[src/hw/rtl/bst_pkg.sv]
`timescale 1ns / 1ps
// Shared types and constants for the binary semaphore table.
// Used by the compare unit, the top level and the port checker; depends on nothing.
package bst_pkg;

    // Width of the id fields on the ports.
    localparam int PORT_ID_W = 16;
    // Width at which ids are compared, wide enough for any legal ID_WIDTH.
    localparam int CMP_W = 32;

    typedef enum logic [1:0] {
        FN_ALLOC = 2'd0,
        FN_FREE  = 2'd1,
        FN_DOWN  = 2'd2,
        FN_UP    = 2'd3
    } t_func;

    typedef enum logic [2:0] {
        ST_OK          = 3'd0,
        ST_FULL        = 3'd1,
        ST_NOT_FOUND   = 3'd2,
        ST_WOULD_BLOCK = 3'd3,
        ST_EXHAUSTED   = 3'd4
    } t_status;

endpackage

[src/hw/rtl/bst_cmp.sv]
`timescale 1ns / 1ps
// Shared compare unit used once per scanned table entry.
// Depends on bst_pkg for the operation codes and the compare width.
module bst_cmp #(
    parameter int ID_WIDTH = 16
) (
    input  bst_pkg::t_func                  i_func,
    input  logic [bst_pkg::PORT_ID_W-1:0]   i_tgt,
    input  logic                            i_occ,
    input  logic [ID_WIDTH-1:0]             i_data,
    output logic                            o_hit
);

    localparam int CW = bst_pkg::CMP_W;

    logic [CW-1:0] data_w;
    logic [CW-1:0] tgt_w;

    assign data_w = CW'(i_data);
    assign tgt_w  = CW'(i_tgt);

    // An alloc looks for an empty entry; the other operations look for an
    // occupied entry holding the named id. Id zero names nothing.
    always_comb begin
        case (i_func)
            bst_pkg::FN_ALLOC: o_hit = !i_occ;
            default:           o_hit = i_occ && (tgt_w != '0) && (tgt_w == data_w);
        endcase
    end

endmodule

[src/hw/rtl/binary_semaphore_table.sv]
`timescale 1ns / 1ps
// Top level of the binary semaphore table: request sequencer, id memory and
// result register. Depends on bst_pkg and instantiates bst_cmp.
//
// Usage. A request item (i_func, i_sem_id) is accepted at a rising edge with
// i_in_valid high and o_in_stall low. Operations are alloc, free, down and up.
// Each request yields exactly one result item (o_status, o_new_id, o_wake),
// taken at an edge with o_out_valid high and i_out_stall low.
// The block holds one request at a time. It scans the table one entry per
// cycle through the single read port of the id memory and the shared compare
// unit, stops at the first hit, then updates that entry where the operation
// calls for it. A miss ends the scan after the last entry. The next request
// can be accepted in the cycle after the result is written.
// A result waiting in the output register does not stop the next request from
// being accepted and scanned; only the final update step waits while the
// receiver stalls and the output register is still full.
// Synchronous reset empties every entry, unlocks them all, sets the id counter
// to one and drops o_out_valid; no clearing pass is needed since occupancy
// lives in per-entry valid flops.
module binary_semaphore_table #(
    parameter int SEM_COUNT = 16,
    parameter int ID_WIDTH  = 16
) (
    input  logic                            i_clk,
    input  logic                            i_rst_n,
    input  logic                            i_in_valid,
    output logic                            o_in_stall,
    input  logic [1:0]                      i_func,
    input  logic [bst_pkg::PORT_ID_W-1:0]   i_sem_id,
    output logic                            o_out_valid,
    input  logic                            i_out_stall,
    output logic [2:0]                      o_status,
    output logic [bst_pkg::PORT_ID_W-1:0]   o_new_id,
    output logic                            o_wake
);

    localparam int IDX_W = (SEM_COUNT > 1) ? $clog2(SEM_COUNT) : 1;
    localparam int CNT_W = $clog2(SEM_COUNT + 1);
    localparam int CW    = bst_pkg::CMP_W;
    localparam int PW    = bst_pkg::PORT_ID_W;

    typedef enum logic [2:0] {
        S_IDLE = 3'b001,
        S_SCAN = 3'b010,
        S_UPD  = 3'b100
    } t_state;

    // Control registers.
    t_state                 r_state,     n_state;
    logic [CNT_W-1:0]       r_idx,       n_idx;
    logic                   r_pend,      n_pend;
    logic [SEM_COUNT-1:0]   r_valid,     n_valid;
    logic [SEM_COUNT-1:0]   r_locked,    n_locked;
    logic [ID_WIDTH-1:0]    r_next_id,   n_next_id;
    logic                   r_out_valid, n_out_valid;

    // Payload registers.
    bst_pkg::t_func         r_func,      n_func;
    logic [PW-1:0]          r_tgt,       n_tgt;
    logic [IDX_W-1:0]       r_cmp_idx,   n_cmp_idx;
    logic                   r_found,     n_found;
    logic [IDX_W-1:0]       r_hit_idx,   n_hit_idx;
    bst_pkg::t_status       r_status,    n_status;
    logic [PW-1:0]          r_new_id,    n_new_id;
    logic                   r_wake,      n_wake;

    // Id memory with a registered read port.
    logic [ID_WIDTH-1:0]    r_mem [SEM_COUNT];
    logic [ID_WIDTH-1:0]    r_rd_data;
    logic                   r_rd_occ;

    logic                   in_acc;
    logic                   rd_en;
    logic [IDX_W-1:0]       rd_addr;
    logic                   hit;
    logic                   upd_go;
    logic                   wr_en;
    logic [CW-1:0]          given_w;

    assign in_acc  = (r_state == S_IDLE) && i_in_valid;
    assign rd_addr = r_idx[IDX_W-1:0];
    assign rd_en   = (r_state == S_SCAN) && (r_idx < CNT_W'(SEM_COUNT));
    // The final step needs room in the output register.
    assign upd_go  = (r_state == S_UPD) && (!r_out_valid || !i_out_stall);
    assign wr_en   = upd_go && (r_func == bst_pkg::FN_ALLOC) && r_found
                     && (r_next_id != '0);
    assign given_w = CW'(r_next_id);

    bst_cmp #(
        .ID_WIDTH (ID_WIDTH)
    ) u_cmp (
        .i_func (r_func),
        .i_tgt  (r_tgt),
        .i_occ  (r_rd_occ),
        .i_data (r_rd_data),
        .o_hit  (hit)
    );

    always_ff @(posedge i_clk) begin
        if (wr_en) begin
            r_mem[r_hit_idx] <= r_next_id;
        end
        if (rd_en) begin
            r_rd_data <= r_mem[rd_addr];
            r_rd_occ  <= r_valid[rd_addr];
        end
    end

    always_comb begin
        n_state     = r_state;
        n_idx       = r_idx;
        n_pend      = r_pend;
        n_valid     = r_valid;
        n_locked    = r_locked;
        n_next_id   = r_next_id;
        n_out_valid = r_out_valid;
        n_func      = r_func;
        n_tgt       = r_tgt;
        n_cmp_idx   = r_cmp_idx;
        n_found     = r_found;
        n_hit_idx   = r_hit_idx;
        n_status    = r_status;
        n_new_id    = r_new_id;
        n_wake      = r_wake;

        if (r_out_valid && !i_out_stall) begin
            n_out_valid = 1'b0;
        end

        case (r_state)
            S_IDLE: begin
                if (in_acc) begin
                    n_func  = bst_pkg::t_func'(i_func);
                    n_tgt   = i_sem_id;
                    n_idx   = '0;
                    n_pend  = 1'b0;
                    n_state = S_SCAN;
                end
            end
            S_SCAN: begin
                // Issue the read of one entry while comparing the one before.
                n_pend    = rd_en;
                n_cmp_idx = rd_addr;
                n_idx     = r_idx + CNT_W'(1);
                if (r_pend && hit) begin
                    n_found   = 1'b1;
                    n_hit_idx = r_cmp_idx;
                    n_state   = S_UPD;
                end else if (r_pend && (r_cmp_idx == IDX_W'(SEM_COUNT - 1))) begin
                    n_found = 1'b0;
                    n_state = S_UPD;
                end
            end
            S_UPD: begin
                if (upd_go) begin
                    n_out_valid = 1'b1;
                    n_status    = bst_pkg::ST_OK;
                    n_new_id    = '0;
                    n_wake      = 1'b0;
                    n_state     = S_IDLE;
                    if (!r_found) begin
                        n_status = (r_func == bst_pkg::FN_ALLOC) ? bst_pkg::ST_FULL
                                                                 : bst_pkg::ST_NOT_FOUND;
                    end else begin
                        case (r_func)
                            bst_pkg::FN_ALLOC: begin
                                if (r_next_id == '0) begin
                                    n_status = bst_pkg::ST_EXHAUSTED;
                                end else begin
                                    n_new_id             = given_w[PW-1:0];
                                    n_valid[r_hit_idx]   = 1'b1;
                                    n_locked[r_hit_idx]  = 1'b0;
                                    // The counter parks at zero after the largest id.
                                    n_next_id = (&r_next_id) ? '0
                                                             : r_next_id + ID_WIDTH'(1);
                                end
                            end
                            bst_pkg::FN_FREE: begin
                                n_valid[r_hit_idx]  = 1'b0;
                                n_locked[r_hit_idx] = 1'b0;
                            end
                            bst_pkg::FN_DOWN: begin
                                if (r_locked[r_hit_idx]) begin
                                    n_status = bst_pkg::ST_WOULD_BLOCK;
                                end else begin
                                    n_locked[r_hit_idx] = 1'b1;
                                end
                            end
                            default: begin
                                if (r_locked[r_hit_idx]) begin
                                    n_locked[r_hit_idx] = 1'b0;
                                    n_wake              = 1'b1;
                                end
                            end
                        endcase
                    end
                end
            end
            default: begin
                n_state = S_IDLE;
            end
        endcase
    end

    always_ff @(posedge i_clk) begin
        if (!i_rst_n) begin
            r_state     <= S_IDLE;
            r_idx       <= '0;
            r_pend      <= 1'b0;
            r_valid     <= '0;
            r_locked    <= '0;
            r_next_id   <= ID_WIDTH'(1);
            r_out_valid <= 1'b0;
        end else begin
            r_state     <= n_state;
            r_idx       <= n_idx;
            r_pend      <= n_pend;
            r_valid     <= n_valid;
            r_locked    <= n_locked;
            r_next_id   <= n_next_id;
            r_out_valid <= n_out_valid;
        end
    end

    always_ff @(posedge i_clk) begin
        r_func    <= n_func;
        r_tgt     <= n_tgt;
        r_cmp_idx <= n_cmp_idx;
        r_found   <= n_found;
        r_hit_idx <= n_hit_idx;
        r_status  <= n_status;
        r_new_id  <= n_new_id;
        r_wake    <= n_wake;
    end

    assign o_in_stall  = (r_state != S_IDLE);
    assign o_out_valid = r_out_valid;
    assign o_status    = r_status;
    assign o_new_id    = r_new_id;
    assign o_wake      = r_wake;

endmodule

[config.mk]
export PLATFORM = sky130hd
export DESIGN_NAME = binary_semaphore_table
export DESIGN_NICKNAME = d
export VERILOG_FILES = /design/src/hw/rtl/bst_pkg.sv /design/src/hw/rtl/bst_cmp.sv /design/src/hw/rtl/binary_semaphore_table.sv
export SDC_FILE = /design/constraint.sdc
export NUM_CORES = 1
export LEC_CHECK = 0
export ABC_AREA = 1
export BUFFER_PORTS_ARGS = -buffer_cell sky130_fd_sc_hd__buf_4
export CAP_MARGIN = 20
export CORE_ASPECT_RATIO = 1.75
export CORE_MARGIN = 8
export CORE_UTILIZATION = 45
export DETAILED_ROUTE_END_ITERATION = 6
export GPL_TIMING_DRIVEN = 0
export HOLD_SLACK_MARGIN = 0.15
export PLACE_DENSITY = 0.64
export SETUP_SLACK_MARGIN = 0.05
export SLEW_MARGIN = 20
export SYNTH_ARGS = -nofsm -noshare
export SYNTH_HDL_FRONTEND = slang
export SYNTH_HIERARCHICAL = 1
export SYNTH_SLANG_ARGS = --single-unit
export TNS_END_PERCENT = 100
[constraint.sdc]
create_clock -name i_clk -period 8.19 [get_ports i_clk]
set_input_delay 1.638 -clock i_clk [delete_from_list [all_inputs] [get_ports i_clk]]
set_output_delay 1.638 -clock i_clk [all_outputs]
set_load 0.02 [all_outputs]
# ---- After elaboration in Yosys (flattened, before gate mapping)
# Memory sizes are Yosys's and may differ from the RTL's. A register that Yosys moved wholly into a read port is not among the register bits.
# Index checks and enable logic that the tools add are counted.
dict set report totals {
  ff_bits 106
  latchBits 0
  mem_bits_rw 256
  romBits 0
  input_bits 22
  out_inout_bits 22
  elab_cells 115
  n_memories 1
}
# memory depth width rd rd_clocked_by_memory_dff wr line_no
set mem_list {}
lappend mem_list {r_mem 16 16 1 1 1 binary_semaphore_table.sv:68} ;# logic [ID_WIDTH-1:0] r_mem [SEM_COUNT];
dict set report op_classes {
  add_sub_neg 2
  multipliers 0
  n_div 0
  n_lt_le_gt_ge 4
  eq_ne 13
  n_shift 0
  mux 35
  bitwise 8
  reduce_logical 36
}
# op count
set op_table {}
lappend op_table {{16-bit 2-to-1 mux} 5}
lappend op_table {{16-bit case mux with 3 select lines} 1}
lappend op_table {{16-bit bitwise AND} 2}
lappend op_table {{16-bit OR} 2}
lappend op_table {{16-bit case mux with 2 select lines} 1}
lappend op_table {{32-bit nonzero test} 1}
lappend op_table {{3-bit 2-to-1 mux} 6}
lappend op_table {{16-bit by 1-bit adder with 16-bit output, second input constant} 1}
lappend op_table {{16-bit equality test} 1}
lappend op_table {{16-bit zero test} 1}
lappend op_table {{16-bit inverter} 1}
lappend op_table {{16-bit AND reduction} 1}
lappend op_table {{16-bit nonzero test} 1}
lappend op_table {{1-bit logical AND} 12}
lappend op_table {{1-bit 2-to-1 mux} 12}
lappend op_table {{4-bit by 5-bit less-than comparator with 1-bit output, second input constant} 2}
lappend op_table {{5-bit case mux with 2 select lines} 1}
lappend op_table {{2-bit AND reduction} 5}
lappend op_table {{5-bit AND reduction} 2}
lappend op_table {{3-bit case mux with 3 select lines} 1}
lappend op_table {{1-bit binary-select mux with 4-bit select} 2}
lappend op_table {{2-bit inequality test, second input constant} 4}
lappend op_table {{3-bit by 1-bit inequality test with 1-bit output, second input constant} 2}
lappend op_table {{3-bit case mux with 2 select lines} 1}
lappend op_table {{other kinds (23)} 30}

# ---- Longest topological paths before layout
# Gate-level depths: netlist of run 1.
dict set report depth {
  word_depth 8
  mapped_depth 14
}

# ---- By module
# The synthesis of run 1 kept the hierarchy.
# module instances cells_per_inst area_per_inst_um2 seq_area_each_um2
set by_module_without_submodules {}
lappend by_module_without_submodules {binary_semaphore_table 1 1342 15397.3 10770.3}
lappend by_module_without_submodules {bst_cmp 1 102 404.1 0.0}

# ---- Worst setup path after synthesis of run 1
# OpenSTA, ideal clock, no wires.
dict set report synth_timing {
  kind {in2reg}
  startpoint {input i_out_stall}
  endpoint {memory r_mem[10][0], enable pin}
  setup_time_ps 409
  arrival_ps 3528
  required_time_ps 7781
  setup_slack_ps 4252
  cell_stages 7
  cell_sequence {nand2_1 -> nand2_1 -> nor3_1 -> nand2_1 -> buf_2 -> buf_2 -> nor3_1}
}
dict set report synth_between {
  elab_chain_cells 8
}
# element line_no
set synth_lines {}
lappend synth_lines {{start: declaration} binary_semaphore_table.sv:31} ;# input logic i_out_stall,
lappend synth_lines {{1-bit zero test} binary_semaphore_table.sv:84} ;# assign upd_go = (r_state == S_UPD) && (!r_out_valid || !i_out_stall);
lappend synth_lines {{1-bit logical OR} binary_semaphore_table.sv:84}
lappend synth_lines {{1-bit logical AND} binary_semaphore_table.sv:84}
lappend synth_lines {{1-bit logical AND (2 in series)} binary_semaphore_table.sv:85} ;# assign wr_en = upd_go && (r_func == bst_pkg::FN_ALLOC) && r_found
lappend synth_lines {{1-bit logical AND} binary_semaphore_table.sv:86} ;# && (r_next_id != '0);
lappend synth_lines {{1-bit 2-to-1 mux} binary_semaphore_table.sv:100} ;# if (wr_en) begin
lappend synth_lines {{1-bit 2-to-1 mux (implied by the code)} binary_semaphore_table.sv:101} ;# r_mem[r_hit_idx] <= r_next_id;
lappend synth_lines {{end: declaration} binary_semaphore_table.sv:68}
# No other way between the ends.

# ---- Worst setup path in the final report of run 1
dict set report layout_timing {
  startpoint {input i_out_stall}
  endpoint {memory r_mem[5][8], enable pin}
}
# The elaborated chain is that of the path after synthesis.

==> impl_results.md, run 1 <==
- CTS tree: built
- Mapped Nets: 1,472
- Total grt overflow: 0
- Clock buffer depth: 3
- Max Freq: 279 MHz
- Worst Setup Slack, final: 4.61 ns
- Die X: 158 um
- Num ports: 44
- Clk root buf: clkbuf_16
- Worst VDD drop: 0.120 mV
- Number of global-route vias before repair: 11,100
- Netlist Area Pre-Place: 15,800 um2
- Sequential share of the synthesized area: 68.2%
- Area delta synth->final: 14.2%
- Distinct cells, synth: 40
- Final Instance Area: 18,000 um2
- Tightest Hold Check Type: flip-flop to flip-flop
- DRC: 0
- Clk sinks: 378
- Clk pin slew, worst setup/hold paths: 0.06 ns
- DP Wirelength: 32,200 um
- First-pass GRT wire length: 66,200 um
- Crit end category: flip-flop
- Status: complete, no violations
- Drt pass-1 iters: 6
- Critical path peak fanout: 10
- Ys Warns: 6
- Die ar.: 41,600 um2
- WL/cell: 21.9 um
- IO buf count: 43
- Worst path required time: 8.42 ns
- Final setup violation count: 0
- Pre-CTS setup slack: 4.04 ns
- Post-CTS Hold Buffers: 0
- P_leak: 6.85 nW
- Crit path DAT: 3.81 ns
- Period utilization: 43.8%
- Via count: 11,400
- RSZ-0062 raised after global routing: false
- Placed cell area: 17,000 um2
- Number of routed nets with antenna violations: 0
- Hold Violations, Final: 0
- Post-Synthesis Cells: 1,444
- GRT Util Overall: 21.3%
- Setup_tns: 0 ns
- DR iter-0 viols: 1,175
- Vias per cell: 5.57
- Synthesized area per cell: 10.9 um2
- Tightest Pin Transition: 1.03 ns
- Met1 usage: 22.4%
- Total of max-cap violations: 0
- Grt met2 use: 38.1%
- FP Rows: 91
- Share of layout cells above drive strength 1: 12.0%
- Max Clock Skew: 0.0203 ns
- Clk Latency, worst-skew pair: 0.53 ns
- Power per cell area: 206 nW/um2
- Die Height: 264 um
- Tmin final: 3.58 ns
- GRT Max-Usage Layer: met2
- Initial Util: 45.2%
- Seq cells post-synth: 378
- Nets: 1,580
- H-tree Lvls: 2
- Largest net degree at the start of global routing: 22
- Slew Viols, Final: 0
- WS Path Type: primary input to flip-flop
- Cts bufs inserted: 34
- WL final: 44,600 um
- Initial antenna violation count: 0
- Final hold slack: 0.462 ns
- Final RePlAce weighted congestion: 0.901
- Slew HR: 30.9%
- Core Area: 35,000 um2
- Post-CTS setup buffers: 0
- Met3 Usage GRT: 2.72%
- CTS resizes: 0
- # diodes: 0
- Startpoint Class: primary input
[stage by stage]
| stage | cells | util [%] | total power, mW |
|---|---|---|---|
| 2_1_floorplan | 1444 | - | 2.20 |
| 3_3_place_gp | 1952 | 47.8 | 2.25 |
| 3_5_place_dp | 1981 | 48.7 | 2.25 |
| 4_1_cts | 2040 | 51.6 | 3.75 |
| 5_1_grt | 2040 | 51.6 | 3.82 |
| 6_report | 2040 | 51.6 | 3.73 |
[state kept, by name, indices dropped and copies added (netlist names), named ones only]
register     count
r_state          3
r_func           2
r_mem          256
o_wake           1
o_status         3
r_found          1
r_rd_occ         1
r_idx            5
r_tgt           16
r_pend           1
r_rd_data       16
o_new_id        16
r_hit_idx        4
o_out_valid      1
r_next_id       16
r_cmp_idx        4
[cell usage in the layout, fill, tap and decap left out, types with 8 or more instances in the layout]
cell type and n:
inv_1 96, o21ai_0 152, nand3_1 55, edfxtp_1 320, nand2_1 217, nor3_1 9
a21oi_1 36, clkbuf_1 56, buf_4 72, nand4_2 10, nor3_2 19, o221ai_1 25
nand4_1 20, clkbuf_16 35, nor2_1 260, o22ai_1 39, o211ai_1 8, clkinv_2 8
dfxtp_1 58, buf_2 8
[cell type report]
cell class	instances	area, um2
Fill cell	3033	16900
Buffer	72	367
Timing Repair Buffer	72	552
Clock inverter	16	123
Multi-Input combinational cell	891	4360
Inverter	103	387
Sequential cell	378	10800
Clock buffer	43	906
Tap cell	465	582
[power breakdown]
part	total (mW)	switching, mW	internal [mW]
clock	1.52	0.694	0.823
combinational	0.126	0.0882	0.0381
sequential	2.08	0.0103	2.07
[worst max-delay path, cell delays in order]
cell     delay, ns
buf_4         0.11
nand2_1       0.08
nand2_1       0.18
nor3_1        0.22
nand2_1       0.18
buf_2         0.23
buf_2         0.25
nor3_2        0.48
buf_4         0.26
buf_4         0.18
[cell usage after synthesis, drive strengths merged]
cell	n	share of area [%]
nor3b	4	0.19
clkinv	2	0.048
edfxtp	320	61
a21oi	38	1.3
nand2	224	5.5
a211oi	2	0.095
inv	101	2.4
nor2	263	6.3
nand3	55	1.7
clkbuf	50	1.3
a31oi	1	0.040
o21ai	154	4.9
o22ai	39	1.5
nand4	30	1.6
o221ai	25	1.4
dfxtp	58	7.3
nor4	5	0.20
o211ai	8	0.38
ha	6	0.48
xor2	5	0.28
or2	2	0.079
nor3	29	1.1
buf	22	1.0
or3	1	0.040
[worst paths after layout]
path                               startpoint            to  slack [ns]  cells after the start
worst min-delay path             r_cmp_idx[0]  r_hit_idx[0]        0.46                      0
worst max register to register  r_next_id[15]   r_mem[5][8]        4.67                     10
worst min register to register   r_cmp_idx[0]  r_hit_idx[0]        0.46                      0
worst max-delay path              i_out_stall   r_mem[5][8]        4.61                     10
[cells by family after synthesis]
family          Yosys count  synth area share, %
fa+ha+maj                 6                0.475
simple gates            613                 16.7
flops                   378                 68.2
xor+xnor                  5                0.277
buf+inv                 175                 4.77
compound gates          267                 9.64
[metal layers]
metal | routed length, um | up-vias
met3 | 2690 | 147
met1 | 15200 | 5449
met2 | 23300 | 478
met4 | 3470 | 0
met5 | 0 | -
li1 | - | 5280
(Power assumes the default switching activity.)
==> run 2, diff against run 1 <==
--- a/config.mk
+++ b/config.mk
@@ -14,7 +14,7 @@
 export DETAILED_ROUTE_END_ITERATION = 6
 export GPL_TIMING_DRIVEN = 0
 export HOLD_SLACK_MARGIN = 0.15
-export PLACE_DENSITY = 0.64
+export PLACE_DENSITY = 0.66
 export SETUP_SLACK_MARGIN = 0.05
 export SLEW_MARGIN = 20
 export SYNTH_ARGS = -nofsm -noshare
==> constraint.sdc (replaced) <==
create_clock -name i_clk -period 2.87 [get_ports i_clk]
set_input_delay 0.574 -clock i_clk [delete_from_list [all_inputs] [get_ports i_clk]]
set_output_delay 0.574 -clock i_clk [all_outputs]
set_load 0.02 [all_outputs]
==> run 2 against run 1 <==
Routed wire length is 0.30% lower. Non-clock buffer count is 1 higher. Sequential power grew to 2.9 times the previous value. Die area stayed put. Critical path type is now flip-flop to flip-flop. Largest power group unchanged.
==> impl_results.md, run 2 (synthesized netlist as in run 1, its figures left out) <==
- Cts bufs inserted: 34 (unchanged)
- Most common cell after layout, fill and taps aside: edfxtp_1
- Die Height: 264 um (unchanged)
- Slew Viols, Final: 0 (unchanged)
- DP Wirelength: 31,500 um (-1.9%)
- Die ar.: 41,600 um2 (unchanged)
- FP Rows: 91 (unchanged)
- Crit path largest cell delay: 0.59 ns (+0.11 ns)
- WL/cell: 21.8 um (-0.40%)
- Tightest Pin Transition: 0.918 ns (-0.116 ns)
- Hold Violations, Final: 0 (unchanged)
- Die X: 158 um (unchanged)
- Max Clock Skew: 0.0190 ns (-0.00125 ns)
- Slowest library cell on the worst path: dfxtp_2
- Startpoint Class: flip-flop
- Clk root buf: clkbuf_16
- Initial Util: 45.2% (unchanged)
- WS Path Type: flip-flop to flip-flop
- Area delta synth->final: 15.9%
- Tightest Hold Check Type: primary input to flip-flop
- First-pass GRT wire length: 66,800 um (+0.83%)
- H-tree Lvls: 2 (unchanged)
- Number of global-route vias before repair: 11,300 (+1.9%)
- DR iter-0 viols: 990 (-16%)
- Core Area: 35,000 um2 (unchanged)
- Slew HR: 38.7% (+7.8 points)
- Most frequent CP cell: buf_4
- Clk Latency, worst-skew pair: 0.54 ns (about the same)
- Most frequent cells in the layout: edfxtp_1 (320), nor2_1 (260), nand2_1 (217)
- Worst VDD drop: 0.363 mV (+200%)
- Tmin final: 2.74 ns
- CTS tree: built
- Clock buffer depth: 3 (unchanged)
- Max Freq: 365 MHz
- Vias per cell: 5.62 (+0.91%)
- Nets: 1,581 (+0.063%)
- Clk pin slew, worst setup/hold paths: 0.07 ns (about the same)
- Clk sinks: 378 (unchanged)
- Final hold slack: 0.215 ns (-0.247 ns)
- Crit-path cells: inv_1 > ha_1 > nand4_1 > nand2_1 > buf_4 > nor3_4 > buf_4 > buf_4
- Period utilization: 95.5%
- GRT Util Overall: 21.5% (+0.20 points)
- Num ports: 44 (unchanged)
- Critical path peak fanout: 19 (+9)
- Total grt overflow: 0 (unchanged)
- Power per cell area: 595 nW/um2 (+190%)
- Tot Pwr: 10.9 mW (+190%)
- Initial antenna violation count: 0 (unchanged)
- Final RePlAce weighted congestion: 0.904 (+0.36%)
- Final setup violation count: 0 (unchanged)
- P_leak: 7.06 nW (+3.0%)
- Largest register FFs: 256 (unchanged)
- Number of routed nets with antenna violations: 0 (unchanged)
- Crit end category: flip-flop
- Total of max-cap violations: 0 (unchanged)
- Fillers: 3,006 (-0.89%)
- IO buf count: 43 (unchanged)
- Largest net degree at the start of global routing: 22 (unchanged)
- DRC: 0 (unchanged)
- Share of layout cells above drive strength 1: 13.2% (+1.2 points)
- Crit path DAT: 2.97 ns (-0.84 ns)
- Final Util: 52.4% (+0.74 points)
- Non-Filler Instances: 2,042 (+0.098%)
- RSZ-0062 raised after global routing: true
- Largest reg by FF count: r_mem
- Worst path required time: 3.10 ns (-5.32 ns)
- Via count: 11,500 (+1.0%)
- # diodes: 0 (unchanged)
- Status: complete, no violations
- WL final: 44,500 um (-0.30%)
- Placed insts: 1,974 (-0.35%)
- Drt pass-1 iters: 5 (-1)
[run 2: what timing repair did]
action,4_1_cts,5_1_grt
gates resized for setup,18,8
setup buffers,9,0
hold buffers,0,0
setup endpoints to repair,249,25
pin swaps,6,0
[run 2: area by class of cell]
| type | count | area (um2) | share of cell area, % |
|---|---|---|---|
| multi-input cells | 891 | 4450 | 24.3 |
| inverters | 103 | 387 | 2.11 |
| repair buffers | 74 | 622 | 3.40 |
| well taps | 465 | 582 | 3.18 |
| plain buffers | 71 | 365 | 2.00 |
| clock inverters | 20 | 199 | 1.09 |
| flip-flops and latches | 378 | 10800 | 58.9 |
| clock buffers | 40 | 915 | 5.00 |
[run 2: worst paths after layout]
check                    start      endpoint  slack (ns)  cells past startpoint
setup reg to reg  r_next_id[0]   r_mem[3][8]        0.13                      8
setup / recovery  r_next_id[0]   r_mem[3][8]        0.13                      8
hold / removal    i_sem_id[10]     r_tgt[10]        0.21                      1
hold reg to reg   r_cmp_idx[0]  r_hit_idx[0]        0.45                      0
[run 2: critical path, delay by kind of cell, from the launching register on]
kind          cells  cell delay [ns]
buf+inv           4             0.96
simple gates      3             0.60
flops             1             0.59
fa+ha+maj         1             0.28
[run 2: stage by stage]
step	setup WS (ns)	setup TNS [ns]	cell area [um2]
after floorplan	-0.140	-22.48	15800
after global placement	-1.93	-348.45	16700
after detailed placement	-0.681	-74.35	17000
after CTS	0.107	0	18300
after global routing	0.0500	0	18300
final	0.128	0	18300
[run 2: power by group]
group	total, mW	switching (mW)	internal, mW
combinational	0.367	0.255	0.112
sequential	5.94	0.0286	5.91
clock	4.58	2.00	2.58
total	10.9	2.28	8.60
[run 2: routing by layer]
metal / wire [um] / vias up / GRT usage, %
li1: - / 5285 / -
met1: 14700 / 5531 / 22.1
met2: 23800 / 509 / 39.0
met3: 2730 / 144 / 3.22
met4: 3180 / 0 / 15.0
met5: 0 / - / 0
